`config.mk`:
```
export PLATFORM = sky130hd
export DESIGN_NAME = chip8_subset_execute_unit
export DESIGN_NICKNAME = d
export VERILOG_FILES = /design/src/rtl/c8x_pkg.sv /design/src/rtl/chip8_subset_execute_unit.sv /design/src/rtl/c8x_regfile.sv /design/src/rtl/c8x_stack.sv
export SDC_FILE = /design/constraint.sdc
export NUM_CORES = 1
export LEC_CHECK = 0
export ABC_AREA = 1
export BUFFER_PORTS_ARGS = -buffer_cell sky130_fd_sc_hd__buf_2
export CAP_MARGIN = 10
export CORE_ASPECT_RATIO = 0.8
export CORE_MARGIN = 3
export CORE_UTILIZATION = 40
export CTS_BUF_LIST = sky130_fd_sc_hd__clkbuf_2 sky130_fd_sc_hd__clkbuf_4 sky130_fd_sc_hd__clkbuf_8
export DETAILED_ROUTE_END_ITERATION = 10
export PLACE_DENSITY = 0.68
export SETUP_SLACK_MARGIN = 0.15
export SLEW_MARGIN = 20
export SYNTH_ARGS = -nofsm -noshare
export SYNTH_HDL_FRONTEND = slang
export SYNTH_SLANG_ARGS = --single-unit
```
`constraint.sdc`:
```
create_clock -name clk -period 3.8 [get_ports clk]
set_input_delay 0.38 -clock clk [delete_from_list [all_inputs] [get_ports clk]]
set_output_delay 0.38 -clock clk [all_outputs]
set_load 0.05 [all_outputs]
```
`src/rtl/c8x_pkg.sv`:
```
// ----------------------------------------------------------------------------
// c8x_pkg: shared types and constants of the CHIP-8 subset execute unit
// Opcode fields, status codes, and the write-port structs of the register
// file and the return stack.
// ----------------------------------------------------------------------------
package c8x_pkg;

    localparam int unsigned STACK_DEPTH = 16;
    localparam int unsigned SP_W        = $clog2(STACK_DEPTH + 1);
    localparam int unsigned SA_W        = (STACK_DEPTH > 1) ? $clog2(STACK_DEPTH) : 1;

    localparam int unsigned PC_W   = 12;
    localparam int unsigned REG_W  = 8;
    localparam int unsigned IDX_W  = 4;
    localparam int unsigned NUM_REGS = 16;

    localparam logic [IDX_W-1:0] FLAG_IDX = 4'hF;

    // opcode groups (top nibble)
    localparam logic [3:0] GRP_SYS    = 4'h0;
    localparam logic [3:0] GRP_JUMP   = 4'h1;
    localparam logic [3:0] GRP_CALL   = 4'h2;
    localparam logic [3:0] GRP_SE_IMM = 4'h3;
    localparam logic [3:0] GRP_SE_REG = 4'h5;
    localparam logic [3:0] GRP_ALU    = 4'h8;

    // full words and sub-codes
    localparam logic [15:0] OP_CLS   = 16'h00E0;
    localparam logic [15:0] OP_RET   = 16'h00EE;
    localparam logic [3:0]  ALU_ADD  = 4'h4;
    localparam logic [3:0]  SE_REG_N = 4'h0;

    typedef enum logic [1:0] {
        ST_OK          = 2'd0,
        ST_UNDERFLOW   = 2'd1,
        ST_OVERFLOW    = 2'd2,
        ST_UNSUPPORTED = 2'd3
    } c8x_status_t;

    typedef struct packed {
        logic             en;       // write V0..VE
        logic [IDX_W-1:0] idx;
        logic [REG_W-1:0] val;
        logic             vf_en;    // write VF
        logic [REG_W-1:0] vf_val;
    } c8x_rf_wr_t;

    typedef struct packed {
        logic            en;
        logic [SA_W-1:0] addr;
        logic [PC_W-1:0] data;
    } c8x_stk_wr_t;

endpackage

```
`src/rtl/chip8_subset_execute_unit.sv`:
```
// ----------------------------------------------------------------------------
// chip8_subset_execute_unit: CHIP-8 subset instruction execute unit
// Executes 00E0, 00EE, 1NNN, 2NNN, 3XKK, 5XY0 and 8XY4 against a register
// file and a return stack held in synchronous memories.
//
//   channel   signals                         direction  transfer when
//   --------  ------------------------------  ---------  ---------------------
//   input     in_valid/in_stall, instruction   in         in_valid & !in_stall
//   output    out_valid/out_stall, 8 fields    out        out_valid & !out_stall
//   config    cfg_write_en, cfg_write_data     in         cfg_write_en
//
// One instruction per cycle sustained while the output is not stalled. The
// register file and stack are read at the input transfer edge, which loads
// the execute stage; the execute stage then computes and, when it retires,
// loads the output register, which holds the result until it transfers.
// Reset loads the program counter with 512 and empties the stack; VF is
// cleared and V0..VE read as zero until written. A stalled output holds the
// execute stage, which in turn stalls the input.
// ----------------------------------------------------------------------------
module chip8_subset_execute_unit (
    input  logic        clk,
    input  logic        rst_n,

    input  logic        in_valid,
    output logic        in_stall,
    input  logic [15:0] instruction,

    output logic        out_valid,
    input  logic        out_stall,
    output logic [11:0] next_pc,
    output logic [1:0]  status,
    output logic        clear_display,
    output logic        skipped,
    output logic        wrote_register,
    output logic [3:0]  write_index,
    output logic [7:0]  write_value,
    output logic        carry,

    input  logic        cfg_write_en,
    input  logic [11:0] cfg_write_data
);
    import c8x_pkg::*;

    localparam logic [PC_W-1:0] PC_RESET = 12'd512;
    localparam logic [SP_W-1:0] SP_FULL  = SP_W'(STACK_DEPTH);
    localparam logic [SP_W-1:0] SP_ONE   = SP_W'(1);
    localparam logic [PC_W-1:0] PC_STEP  = PC_W'(2);

    // ------------------------------------------------------------------
    // Pipeline control
    // ------------------------------------------------------------------
    logic        ex_valid_reg;
    logic        out_valid_reg;
    logic [15:0] ex_instr_reg;
    logic        ex_adv;      // execute stage may move into the output register
    logic        in_xfer;
    logic        commit;      // execute stage retires this cycle

    assign ex_adv   = !out_valid_reg || !out_stall;
    assign in_stall = ex_valid_reg && !ex_adv;
    assign in_xfer  = in_valid && !in_stall;
    assign commit   = ex_valid_reg && ex_adv;

    // ------------------------------------------------------------------
    // Architectural state in flops
    // ------------------------------------------------------------------
    logic [PC_W-1:0] pc_reg, pc_next;
    logic [SP_W-1:0] sp_reg, sp_next;

    // ------------------------------------------------------------------
    // Memories
    // ------------------------------------------------------------------
    c8x_rf_wr_t       rf_wr;
    c8x_stk_wr_t      stk_wr;
    logic [REG_W-1:0] vx, vy;
    logic [PC_W-1:0]  stk_top;
    logic [SP_W-1:0]  stk_rd_sp;

    // Read the stack entry below the pointer as it stands after this
    // cycle's retire; a push at that address is forwarded by the stack.
    assign stk_rd_sp = sp_next - SP_ONE;

    c8x_regfile u_regfile (
        .clk       (clk),
        .rst_n     (rst_n),
        .rd_en     (in_xfer),
        .rd_addr_x (instruction[11:8]),
        .rd_addr_y (instruction[7:4]),
        .wr        (rf_wr),
        .rd_data_x (vx),
        .rd_data_y (vy)
    );

    c8x_stack u_stack (
        .clk     (clk),
        .rd_en   (in_xfer),
        .rd_addr (stk_rd_sp[SA_W-1:0]),
        .wr      (stk_wr),
        .rd_data (stk_top)
    );

    // ------------------------------------------------------------------
    // Execute
    // ------------------------------------------------------------------
    logic [3:0]       grp;
    logic [IDX_W-1:0] xi;
    logic [3:0]       nib;
    logic [7:0]       kk;
    logic [PC_W-1:0]  nnn;
    logic [PC_W-1:0]  pc_inc, pc_inc2;
    logic [REG_W:0]   sum;

    c8x_status_t      ex_status;
    logic             ex_clr, ex_skip, ex_wrote, ex_carry;
    logic [PC_W-1:0]  ex_pc;
    logic [SP_W-1:0]  ex_sp;
    logic             ex_push;

    assign grp     = ex_instr_reg[15:12];
    assign xi      = ex_instr_reg[11:8];
    assign nib     = ex_instr_reg[3:0];
    assign kk      = ex_instr_reg[7:0];
    assign nnn     = ex_instr_reg[11:0];
    assign pc_inc  = pc_reg + PC_STEP;
    assign pc_inc2 = pc_reg + PC_W'(4);
    assign sum     = {1'b0, vx} + {1'b0, vy};

    always_comb
    begin
        ex_status = ST_OK;
        ex_clr    = 1'b0;
        ex_skip   = 1'b0;
        ex_wrote  = 1'b0;
        ex_carry  = 1'b0;
        ex_pc     = pc_inc;
        ex_sp     = sp_reg;
        ex_push   = 1'b0;

        unique case (grp)
            GRP_SYS:
            begin
                if (ex_instr_reg == OP_CLS)
                begin
                    ex_clr = 1'b1;
                end
                else if (ex_instr_reg == OP_RET)
                begin
                    if (sp_reg == '0)
                    begin
                        ex_status = ST_UNDERFLOW;
                    end
                    else
                    begin
                        ex_sp = sp_reg - SP_ONE;
                        ex_pc = stk_top;
                    end
                end
                else
                begin
                    ex_status = ST_UNSUPPORTED;
                end
            end
            GRP_JUMP:
            begin
                ex_pc = nnn;
            end
            GRP_CALL:
            begin
                if (sp_reg == SP_FULL)
                begin
                    ex_status = ST_OVERFLOW;
                end
                else
                begin
                    ex_push = 1'b1;
                    ex_sp   = sp_reg + SP_ONE;
                    ex_pc   = nnn;
                end
            end
            GRP_SE_IMM:
            begin
                ex_skip = (vx == kk);
            end
            GRP_SE_REG:
            begin
                if (nib != SE_REG_N)
                    ex_status = ST_UNSUPPORTED;
                else
                    ex_skip = (vx == vy);
            end
            GRP_ALU:
            begin
                if (nib != ALU_ADD)
                begin
                    ex_status = ST_UNSUPPORTED;
                end
                else
                begin
                    ex_wrote = 1'b1;
                    ex_carry = sum[REG_W];
                end
            end
            default:
            begin
                ex_status = ST_UNSUPPORTED;
            end
        endcase

        // a taken skip steps over the next word
        if (ex_skip)
        begin
            ex_pc = pc_inc2;
        end
    end

    // Write ports: sum goes to VX; VF takes the carry unless X is VF, where
    // the sum wins.
    always_comb
    begin
        rf_wr.en     = commit && ex_wrote && (xi != FLAG_IDX);
        rf_wr.idx    = xi;
        rf_wr.val    = sum[REG_W-1:0];
        rf_wr.vf_en  = commit && ex_wrote;
        rf_wr.vf_val = (xi == FLAG_IDX) ? sum[REG_W-1:0] : {{(REG_W-1){1'b0}}, ex_carry};

        stk_wr.en    = commit && ex_push;
        stk_wr.addr  = sp_reg[SA_W-1:0];
        stk_wr.data  = pc_inc;
    end

    assign sp_next = commit ? ex_sp : sp_reg;

    always_comb
    begin
        priority if (cfg_write_en)
            pc_next = cfg_write_data;
        else if (commit)
            pc_next = ex_pc;
        else
            pc_next = pc_reg;
    end

    // ------------------------------------------------------------------
    // Control registers
    // ------------------------------------------------------------------
    always_ff @(posedge clk or negedge rst_n)
    begin
        if (!rst_n)
        begin
            pc_reg        <= PC_RESET;
            sp_reg        <= '0;
            ex_valid_reg  <= 1'b0;
            out_valid_reg <= 1'b0;
        end
        else
        begin
            pc_reg <= pc_next;
            sp_reg <= sp_next;
            // advance the execute stage when it is empty or retiring
            if (!ex_valid_reg || ex_adv)
            begin
                ex_valid_reg <= in_xfer;
            end
            if (ex_adv)
            begin
                out_valid_reg <= ex_valid_reg;
            end
        end
    end

    // ------------------------------------------------------------------
    // Payload registers
    // ------------------------------------------------------------------
    logic [PC_W-1:0]  next_pc_reg;
    c8x_status_t      status_reg;
    logic             clear_display_reg, skipped_reg, wrote_register_reg, carry_reg;
    logic [IDX_W-1:0] write_index_reg;
    logic [REG_W-1:0] write_value_reg;

    always_ff @(posedge clk)
    begin
        if (in_xfer)
        begin
            ex_instr_reg <= instruction;
        end
        if (commit)
        begin
            next_pc_reg        <= ex_pc;
            status_reg         <= ex_status;
            clear_display_reg  <= ex_clr;
            skipped_reg        <= ex_skip;
            wrote_register_reg <= ex_wrote;
            write_index_reg    <= ex_wrote ? xi : '0;
            write_value_reg    <= ex_wrote ? sum[REG_W-1:0] : '0;
            carry_reg          <= ex_carry;
        end
    end

    assign out_valid      = out_valid_reg;
    assign next_pc        = next_pc_reg;
    assign status         = status_reg;
    assign clear_display  = clear_display_reg;
    assign skipped        = skipped_reg;
    assign wrote_register = wrote_register_reg;
    assign write_index    = write_index_reg;
    assign write_value    = write_value_reg;
    assign carry          = carry_reg;

endmodule

```
`src/rtl/c8x_regfile.sv`:
```
// ----------------------------------------------------------------------------
// c8x_regfile: general register file V0..VF
// Two synchronous read ports and one write port over V0..VE, with VF in a
// flop of its own. Same-edge writes are forwarded to the read data.
// ----------------------------------------------------------------------------
module c8x_regfile (
    input  logic                     clk,
    input  logic                     rst_n,
    input  logic                     rd_en,
    input  logic [c8x_pkg::IDX_W-1:0] rd_addr_x,
    input  logic [c8x_pkg::IDX_W-1:0] rd_addr_y,
    input  c8x_pkg::c8x_rf_wr_t      wr,
    output logic [c8x_pkg::REG_W-1:0] rd_data_x,
    output logic [c8x_pkg::REG_W-1:0] rd_data_y
);
    import c8x_pkg::*;

    logic [REG_W-1:0]    mem [NUM_REGS];
    logic [NUM_REGS-1:0] vld_reg;
    logic [REG_W-1:0]    vf_reg;

    logic [REG_W-1:0] raw_x_reg, raw_y_reg;
    logic [IDX_W-1:0] addr_x_reg, addr_y_reg;
    logic             fwd_x_reg, fwd_y_reg;
    logic [REG_W-1:0] fwd_val_reg;

    // write port
    always_ff @(posedge clk)
    begin
        if (wr.en)
        begin
            mem[wr.idx] <= wr.val;
        end
    end

    always_ff @(posedge clk or negedge rst_n)
    begin
        if (!rst_n)
        begin
            vld_reg <= '0;
            vf_reg  <= '0;
        end
        else
        begin
            if (wr.en)
            begin
                vld_reg[wr.idx] <= 1'b1;
            end
            if (wr.vf_en)
            begin
                vf_reg <= wr.vf_val;
            end
        end
    end

    // read ports; capture a same-edge write for forwarding
    always_ff @(posedge clk)
    begin
        if (rd_en)
        begin
            raw_x_reg   <= vld_reg[rd_addr_x] ? mem[rd_addr_x] : '0;
            raw_y_reg   <= vld_reg[rd_addr_y] ? mem[rd_addr_y] : '0;
            addr_x_reg  <= rd_addr_x;
            addr_y_reg  <= rd_addr_y;
            fwd_x_reg   <= wr.en && (wr.idx == rd_addr_x);
            fwd_y_reg   <= wr.en && (wr.idx == rd_addr_y);
            fwd_val_reg <= wr.val;
        end
    end

    always_comb
    begin
        if (addr_x_reg == FLAG_IDX)
            rd_data_x = vf_reg;
        else if (fwd_x_reg)
            rd_data_x = fwd_val_reg;
        else
            rd_data_x = raw_x_reg;

        if (addr_y_reg == FLAG_IDX)
            rd_data_y = vf_reg;
        else if (fwd_y_reg)
            rd_data_y = fwd_val_reg;
        else
            rd_data_y = raw_y_reg;
    end

endmodule

```
`src/rtl/c8x_stack.sv`:
```
// ----------------------------------------------------------------------------
// c8x_stack: return address stack memory
// One synchronous read port and one write port; a write to the address read
// at the same edge is forwarded.
// ----------------------------------------------------------------------------
module c8x_stack (
    input  logic                     clk,
    input  logic                     rd_en,
    input  logic [c8x_pkg::SA_W-1:0] rd_addr,
    input  c8x_pkg::c8x_stk_wr_t     wr,
    output logic [c8x_pkg::PC_W-1:0] rd_data
);
    import c8x_pkg::*;

    logic [PC_W-1:0] mem [STACK_DEPTH];
    logic [PC_W-1:0] raw_reg;
    logic            fwd_reg;
    logic [PC_W-1:0] fwd_val_reg;

    always_ff @(posedge clk)
    begin
        if (wr.en)
        begin
            mem[wr.addr] <= wr.data;
        end
        if (rd_en)
        begin
            raw_reg     <= mem[rd_addr];
            fwd_reg     <= wr.en && (wr.addr == rd_addr);
            fwd_val_reg <= wr.data;
        end
    end

    assign rd_data = fwd_reg ? fwd_val_reg : raw_reg;

endmodule
```
# After elaboration in Yosys (flattened, before gate mapping)
# Memory sizes are Yosys's and may differ from the RTL's. A register that Yosys moved wholly into a read port is not among the register bits.
# Index checks and enable logic that the tools add are counted.
[word_totals]
register_bits = 120
latch_bits = 0
ramBits = 320
romBits = 0
inputBits = 33
elab_cells = 123
memories = 2
[classes]
n_addsub = 6
mul = 0
n_div = 0
order_cmp = 4
n_eq_ne = 18
shift = 0
muxes = 46
bitwise = 1
reduce_logical = 24
[memory_table]
columns = ["name", "depth", "word_bits", "rd", "rd_ports_with_merged_regs", "write_ports", "line", "source"]
rows = [
  ["u_stack.mem", 16, 12, 1, 1, 1, "c8x_stack.sv:15", "logic [PC_W-1:0] mem [STACK_DEPTH];"],
  ["u_regfile.mem", 16, 8, 2, 2, 1, "c8x_regfile.sv:18", "logic [REG_W-1:0] mem [NUM_REGS];"],
]
[op_table]
columns = ["op", "n"]
rows = [
  ["two-way mux 12 bit", 8],
  ["two-way mux 8 bit", 5],
  ["case mux 12 bit (3 select lines)", 1],
  ["== test 16 x 8 -> 1 bit (second input constant)", 2],
  ["two-way mux 5 bit", 5],
  ["== test 4 bit (second input constant)", 4],
  ["== test 8 bit", 2],
  ["two-way mux 1 bit", 16],
  ["OR 16 bit", 1],
  ["less-than comparator 4 x 5 -> 1 bit (second input constant)", 3],
  ["adder 12 x 2 -> 12 bit (second input constant)", 1],
  ["adder 12 x 3 -> 12 bit (second input constant)", 1],
  ["== test 4 bit", 3],
  ["logical AND 1 bit", 10],
  ["two-way mux 2 bit", 5],
  ["case mux 2 bit (5 select lines)", 1],
  ["case mux 5 bit (2 select lines)", 1],
  ["adder 8 x 8 -> 9 bit", 1],
  ["binary-select mux 1 bit (select 4 bit)", 2],
  ["== test 4 x 2 -> 1 bit (second input constant)", 2],
  ["logical NOT 1 bit", 7],
  ["adder 5 x 1 -> 5 bit (second input constant)", 1],
  ["== test 5 bit (second input constant)", 1],
  ["logical NOT 5 bit", 1],
  ["14 further kinds", 15],
]

# Logic depth before layout (Yosys ltp)
[depth]
depth_word = 9
ltp_mapped = 21
mapped_depth_nobuf = 17

# By module
# A second synthesis with hierarchy kept.
[unflattened]
hier_cells = 2510
area_unflattened_um2 = 23042.1
[by_module_without_submodules]
columns = ["mod", "instances", "cells_each", "area_per_inst_um2"]
rows = [
  ["c8x_regfile", 1, 1129, 9560.4],
  ["c8x_stack", 1, 848, 9268.9],
  ["chip8_subset_execute_unit", 1, 533, 4212.8],
]

# Worst setup path before layout
# No wires, ideal clock.
[synth_path]
path_type = "reg-to-reg"
startpoint = "register out_valid_reg (netlist: out_valid)"
endpoint = "register u_stack.raw_reg[2] (read register of u_stack.mem), data pin"
setup_time_ns = 0.252
arrival_time_ns = 3.654
slack_ns = -0.106
path_stages_with_launch = 21
period_less_slack_ns = 3.906
path_cell_list = "dfrtp_1 nand2_1 inv_2 nor2_4 nand2_1 a21oi_2 nand2_2 nand2_4 nand2_4 buf_6 buf_6 ha_1 clkbuf_1 inv_1 clkbuf_1 clkbuf_1 nand3_1 nand3_1 nand2_1 nand2_1 nand2_1"
[synth_via]
elab_cells_between_ends = 9
classes_between = "add/sub: 1; mux: 1; reduce/logical: 7"
[synth_rtl]
columns = ["element", "line", "source"]
rows = [
  ["start, declared", "chip8_subset_execute_unit.sv:53", "logic out_valid_reg;"],
  ["start signal, assigned", "chip8_subset_execute_unit.sv:266", "out_valid_reg <= ex_valid_reg;"],
  ["logical NOT 1 bit", "chip8_subset_execute_unit.sv:59", "assign ex_adv = !out_valid_reg || !out_stall;"],
  ["logical OR 1 bit", "chip8_subset_execute_unit.sv:59", ""],
  ["logical AND 1 bit", "chip8_subset_execute_unit.sv:62", "assign commit = ex_valid_reg && ex_adv;"],
  ["via commit", "chip8_subset_execute_unit.sv:57", "logic commit;"],
  ["two-way mux 5 bit", "chip8_subset_execute_unit.sv:231", "assign sp_next = commit ? ex_sp : sp_reg;"],
  ["subtractor 4 x 1 -> 4 bit", "chip8_subset_execute_unit.sv:81", "assign stk_rd_sp = sp_next - SP_ONE;"],
  ["end, declared", "c8x_stack.sv:16", "logic [PC_W-1:0] raw_reg;"],
]
# The timed path passes the listed nets, and every way through them passes these cells.
# A chain may end at the register's enable or synchronous reset.

# Worst setup path in the final report
[layout_path]
startpoint = "register sp_reg[0]"
endpoint = "register u_stack.raw_reg[10] (read register of u_stack.mem), data pin"
[layout_via]
elab_chain_cells = 7
elab_cells_between_ends = 11
classes_between = "add/sub: 3; eq/ne: 1; mux: 6; reduce/logical: 1"
[layout_rtl]
columns = ["element", "line", "source"]
rows = [
  ["start, declared", "chip8_subset_execute_unit.sv:68", "logic [SP_W-1:0] sp_reg, sp_next;"],
  ["start signal, assigned", "chip8_subset_execute_unit.sv:258", "sp_reg <= sp_next;"],
  ["subtractor 5 x 1 -> 5 bit / logical NOT 5 bit (equally long branches)", "chip8_subset_execute_unit.sv:154, chip8_subset_execute_unit.sv:148", ""],
  ["two-way mux 5 bit", "chip8_subset_execute_unit.sv:148", "if (sp_reg == '0)"],
  ["two-way mux 5 bit", "chip8_subset_execute_unit.sv:146", "else if (ex_instr_reg == OP_RET)"],
  ["two-way mux 5 bit", "chip8_subset_execute_unit.sv:142", "if (ex_instr_reg == OP_CLS)"],
  ["case mux 5 bit (2 select lines)", "chip8_subset_execute_unit.sv:139", "unique case (grp)"],
  ["two-way mux 5 bit *", "chip8_subset_execute_unit.sv:231", ""],
  ["subtractor 4 x 1 -> 4 bit *", "chip8_subset_execute_unit.sv:81", ""],
]
# Every way passes the cells marked *; elsewhere a longest branch is shown, timed or not.

==> summary.md <==
| Metric | Value |
|---|---|
| First-pass GRT wire length | `about 93000 um` |
| WP depth | `16` |
| Drt via density | `about 5.5` |
| Worst Setup EP | `u_stack.raw_reg[10]$_DFFE_PP_` |
| Final net count | `2346` |
| DIE HEIGHT | `216 um` |
| Routed wire length on met2 | `25900 um` |
| Async set-reset flop share out of synthesis | `0.0935` |
| Peak Freq | `295 MHz` |
| Biggest registers after layout | `u_stack.mem: 192 flops, u_regfile.mem: 128 flops` |
| Vias post-DR | `16.9k` |
| Total core area | `around 54000 um^2` |
| DRT met1 WL | `27300 um` |
| Tmin final | `~3.4 ns` |
| Critical Path RT | `4.18 ns` |
| Initial Utilization | `0.407` |
| Worst slew pin tran | `about 1.1 ns` |
| Final max-slew violation count | `0` |
| Startpoint types | `flop` |
| Hold Crit Class | `input pin to flop` |
| Worst Clk Skew | `roughly 0.024 ns` |
| Die W | `268 um` |
| CTS sink cnt | `460` |
| Yosys cell types | `46` |
| Clock-pin slew on the worst setup and hold paths | `0.06 ns` |
| Antenna viol nets, final | `0` |
| Post-route cell area | `24900 um^2` |
| RSZ-0062 raised after global routing | `false` |
| Status | `finished clean` |
| Largest net degree at the start of global routing | `approximately 100` |
| CP delay by family, top | `buffers and inverters` |
| Final worst-path cycle share | `0.893` |
| Total power | `15.0 mW` |
| #FFs+latches synth | `460` |
| Number of diodes | `0` |
| Seq/Total Area, Yosys | `0.618` |
| Number of flops mapped to enable cells by yosys | `417` |
| Setup Fix Bufs, Post-CTS | `0` |
| Synth warnings | `0` |
| CP Max Fanout | `51` |
| Worst slew margin | `0.287` |
| Buf+Inv Stages, Crit Path | `4` |
| Worst skew pair latency | `0.64 ns` |
| Share of layout cells above drive strength 1 | `0.146` |
| Cell Chain, Critical Path | `inv_1, ha_1, nand3_1, inv_2, a21oi_2, nand3_4, nand2_4, buf_4, buf_4, nand2_1, nand3_1, nand2_1, nand2_1, nand2_1, nand2_1, nand2_1` |
| Routed wire length | `approximately 60000 um` |
| Crit path top cell by count | `nand2_1` |
| Synth area leaders | `edfxtp_1 (57%), nand2_1 (7.5%), nand3_1 (7.0%), dfrtp_1 (4.8%), o21ai_0 (3.7%)` |
| Gr usage total | `0.207` |
| DP HPWL | `38900 um` |
| Vias in the first global route | `approximately 16k` |
| Slowest cell delay on critical path | `about 0.55 ns` |
| Largest register FFs | `192` |
| WS Path Type | `flop to flop` |
| Most flop-heavy register | `u_stack.mem` |
| Reg2reg setup slack | `0.41 ns` |
| GP Congestion | `0.923` |
| Critical Path Source | `sp_reg[0]$_DFF_PN0_` |
| Synth Flop Type | `edfxtp_1` |
| RR Startpoint | `sp_reg[0]$_DFF_PN0_` |
| Final setup vio count | `0` |
| Syn_area_per_cell | `10.1 um^2` |
| IO Count | `65` |
| Yosys top cell by area | `edfxtp_1` |
| Gate Count Post-Synth | `2185` |
| Total grt overflow | `0` |
| Detailed Route Iter0 Violations | `between 2k and 2.5k` |
| Critical Path AT | `3.77 ns` |
| Placed cell area | `about 23000 um^2` |
| Worst r2r dst | `u_stack.raw_reg[10]$_DFFE_PP_` |
| Clock root buffer | `clkbuf_8` |
| Initial antenna violation count | `2` |
| Area growth syn-to-layout | `13.2%` |
| DR top layer | `met5` |
| Leakage | `9.95 nW` |
| Setup_tns | `0 ns` |
| Die Area | `57900 um^2` |
| First-pass DRT Iterations | `6` |
| Synth top area share | `0.569` |
| CP max-delay cell | `buf_4` |
| Worst setup EP type | `flop` |
| Pwr Density | `603 nW/um^2` |
| Max clock buf depth | `3` |
| Metal3 WL | `between 5000 and 6000 um` |
| Hold depth | `5` |
| Final Util | `0.461` |
| CTS buffer count | `77` |
| Cell row count | `76` |
| Synthesized area | `22000 um^2` |
| VDD IR max | `331 uV` |
| H-tree depth | `3` |
| Max-cap check violation count | `0` |
| FF-to-FF path depth | `16` |
| Final Hold Viols | `0` |
| PortBufs | `64` |
| DR DRC count | `0` |
| Routed WL per cell | `19.8 um` |
| CTS tree | `done` |
layout make-up:
type / instances / area, um^2
clock buffers: 113 / 1360
fillers: 4924 / 29200
clock inverters: 27 / 160
inverters: 229 / 860
multi-input cells: 1382 / 7050
repair buffers: 146 / 1020
flip-flops and latches: 460 / 13600
well taps: 702 / 878
cell families after synthesis:
group | Yosys count | synth area share
buffers and inverters | 350 | 0.0644
adders and majority gates | 17 | 0.0100
muxes | 10 | 0.00477
xor gates and xnor gates | 29 | 0.0115
DFF | 460 | 0.618
other | 1 | 0.000170
and+or+nand+nor | 896 | 0.182
AOI/OAI and AO/OA | 422 | 0.110
Yosys cell counts (all sizes together), types with 8 or more instances:
master	count
nor4	8
inv	225
or2	10
ha	16
o311ai	15
o221ai	11
a21oi	148
buf	50
edfxtp	417
dfrtp	42
xor2	25
o21ai	172
nor3	9
nand2	466
o211ai	54
o22ai	16
nor2	83
nand3	310
clkbuf	71
power breakdown:
part	switching (mW)	internal [mW]	total (mW)	leakage, nW
Combinational	3.09	1.13	4.22	4.82
Clock	1.96	2.37	4.33	0.813
Sequential	0.205	6.28	6.48	4.32
placed cells by master, fill, tap and decap left out, types with 24 or more instances in the layout:
cell / n
a21oi_1: 146
buf_2: 62
buf_4: 67
clkbuf_4: 31
clkbuf_8: 82
dfrtp_1: 41
edfxtp_1: 417
inv_1: 213
nand2_1: 437
nand2_2: 24
nand3_1: 306
nor2_1: 73
o211ai_1: 53
o21ai_0: 164
xor2_1: 25
worst register-to-register path, stage by stage, from the launching register on:
cell and delay [ns]:
dfrtp_1 0.46, inv_1 0.18, ha_1 0.28, nand3_1 0.13, inv_2 0.07, a21oi_2 0.23
nand3_4 0.12, nand2_4 0.08, buf_4 0.46, buf_4 0.57, nand2_1 0.15, nand3_1 0.11
nand2_1 0.07, nand2_1 0.06, nand2_1 0.07, nand2_1 0.05, nand2_1 0.05
routing by layer:
layer,track usage,vias to the layer above
li1,-,7856
met1,0.313,8078
met2,0.296,875
met3,0.0404,117
met4,0.0756,4
met5,0,-
through the flow:
stage	setup WS [ns]	hold WS (ns)	instances
5_1_grt	0.170	0.0542	3059
2_1_floorplan	0.172	0.0844	2192
3_5_place_dp	0.418	0.366	2906
4_1_cts	0.392	0.00272	3059
6_report	0.406	0.0649	3059
3_3_place_gp	0.539	0.367	2906
timing repair:
action                     CTS  global route
resized for setup            0             1
setup endpoints to repair    0            17
hold endpoints to repair    54             0
hold buffers                13             0
worst min-delay path by stage:
stage                                      start                                end  slack, ns
2_1_floorplan                              rst_n           ex_valid_reg$_DFFE_PN0N_       0.08
3_3_place_gp   u_regfile.vld_reg[15]$_DFFE_PN0P_  u_regfile.vld_reg[15]$_DFFE_PN0P_       0.37
3_5_place_dp   u_regfile.vld_reg[15]$_DFFE_PN0P_  u_regfile.vld_reg[15]$_DFFE_PN0P_       0.37
4_1_cts                        cfg_write_data[0]              pc_reg[0]$_DFFE_PN0P_      0.003
5_1_grt                        cfg_write_data[0]              pc_reg[0]$_DFFE_PN0P_       0.05
6_report                       cfg_write_data[5]              pc_reg[5]$_DFFE_PN0P_       0.06
Note: power is estimated with default switching activity, not from simulation.
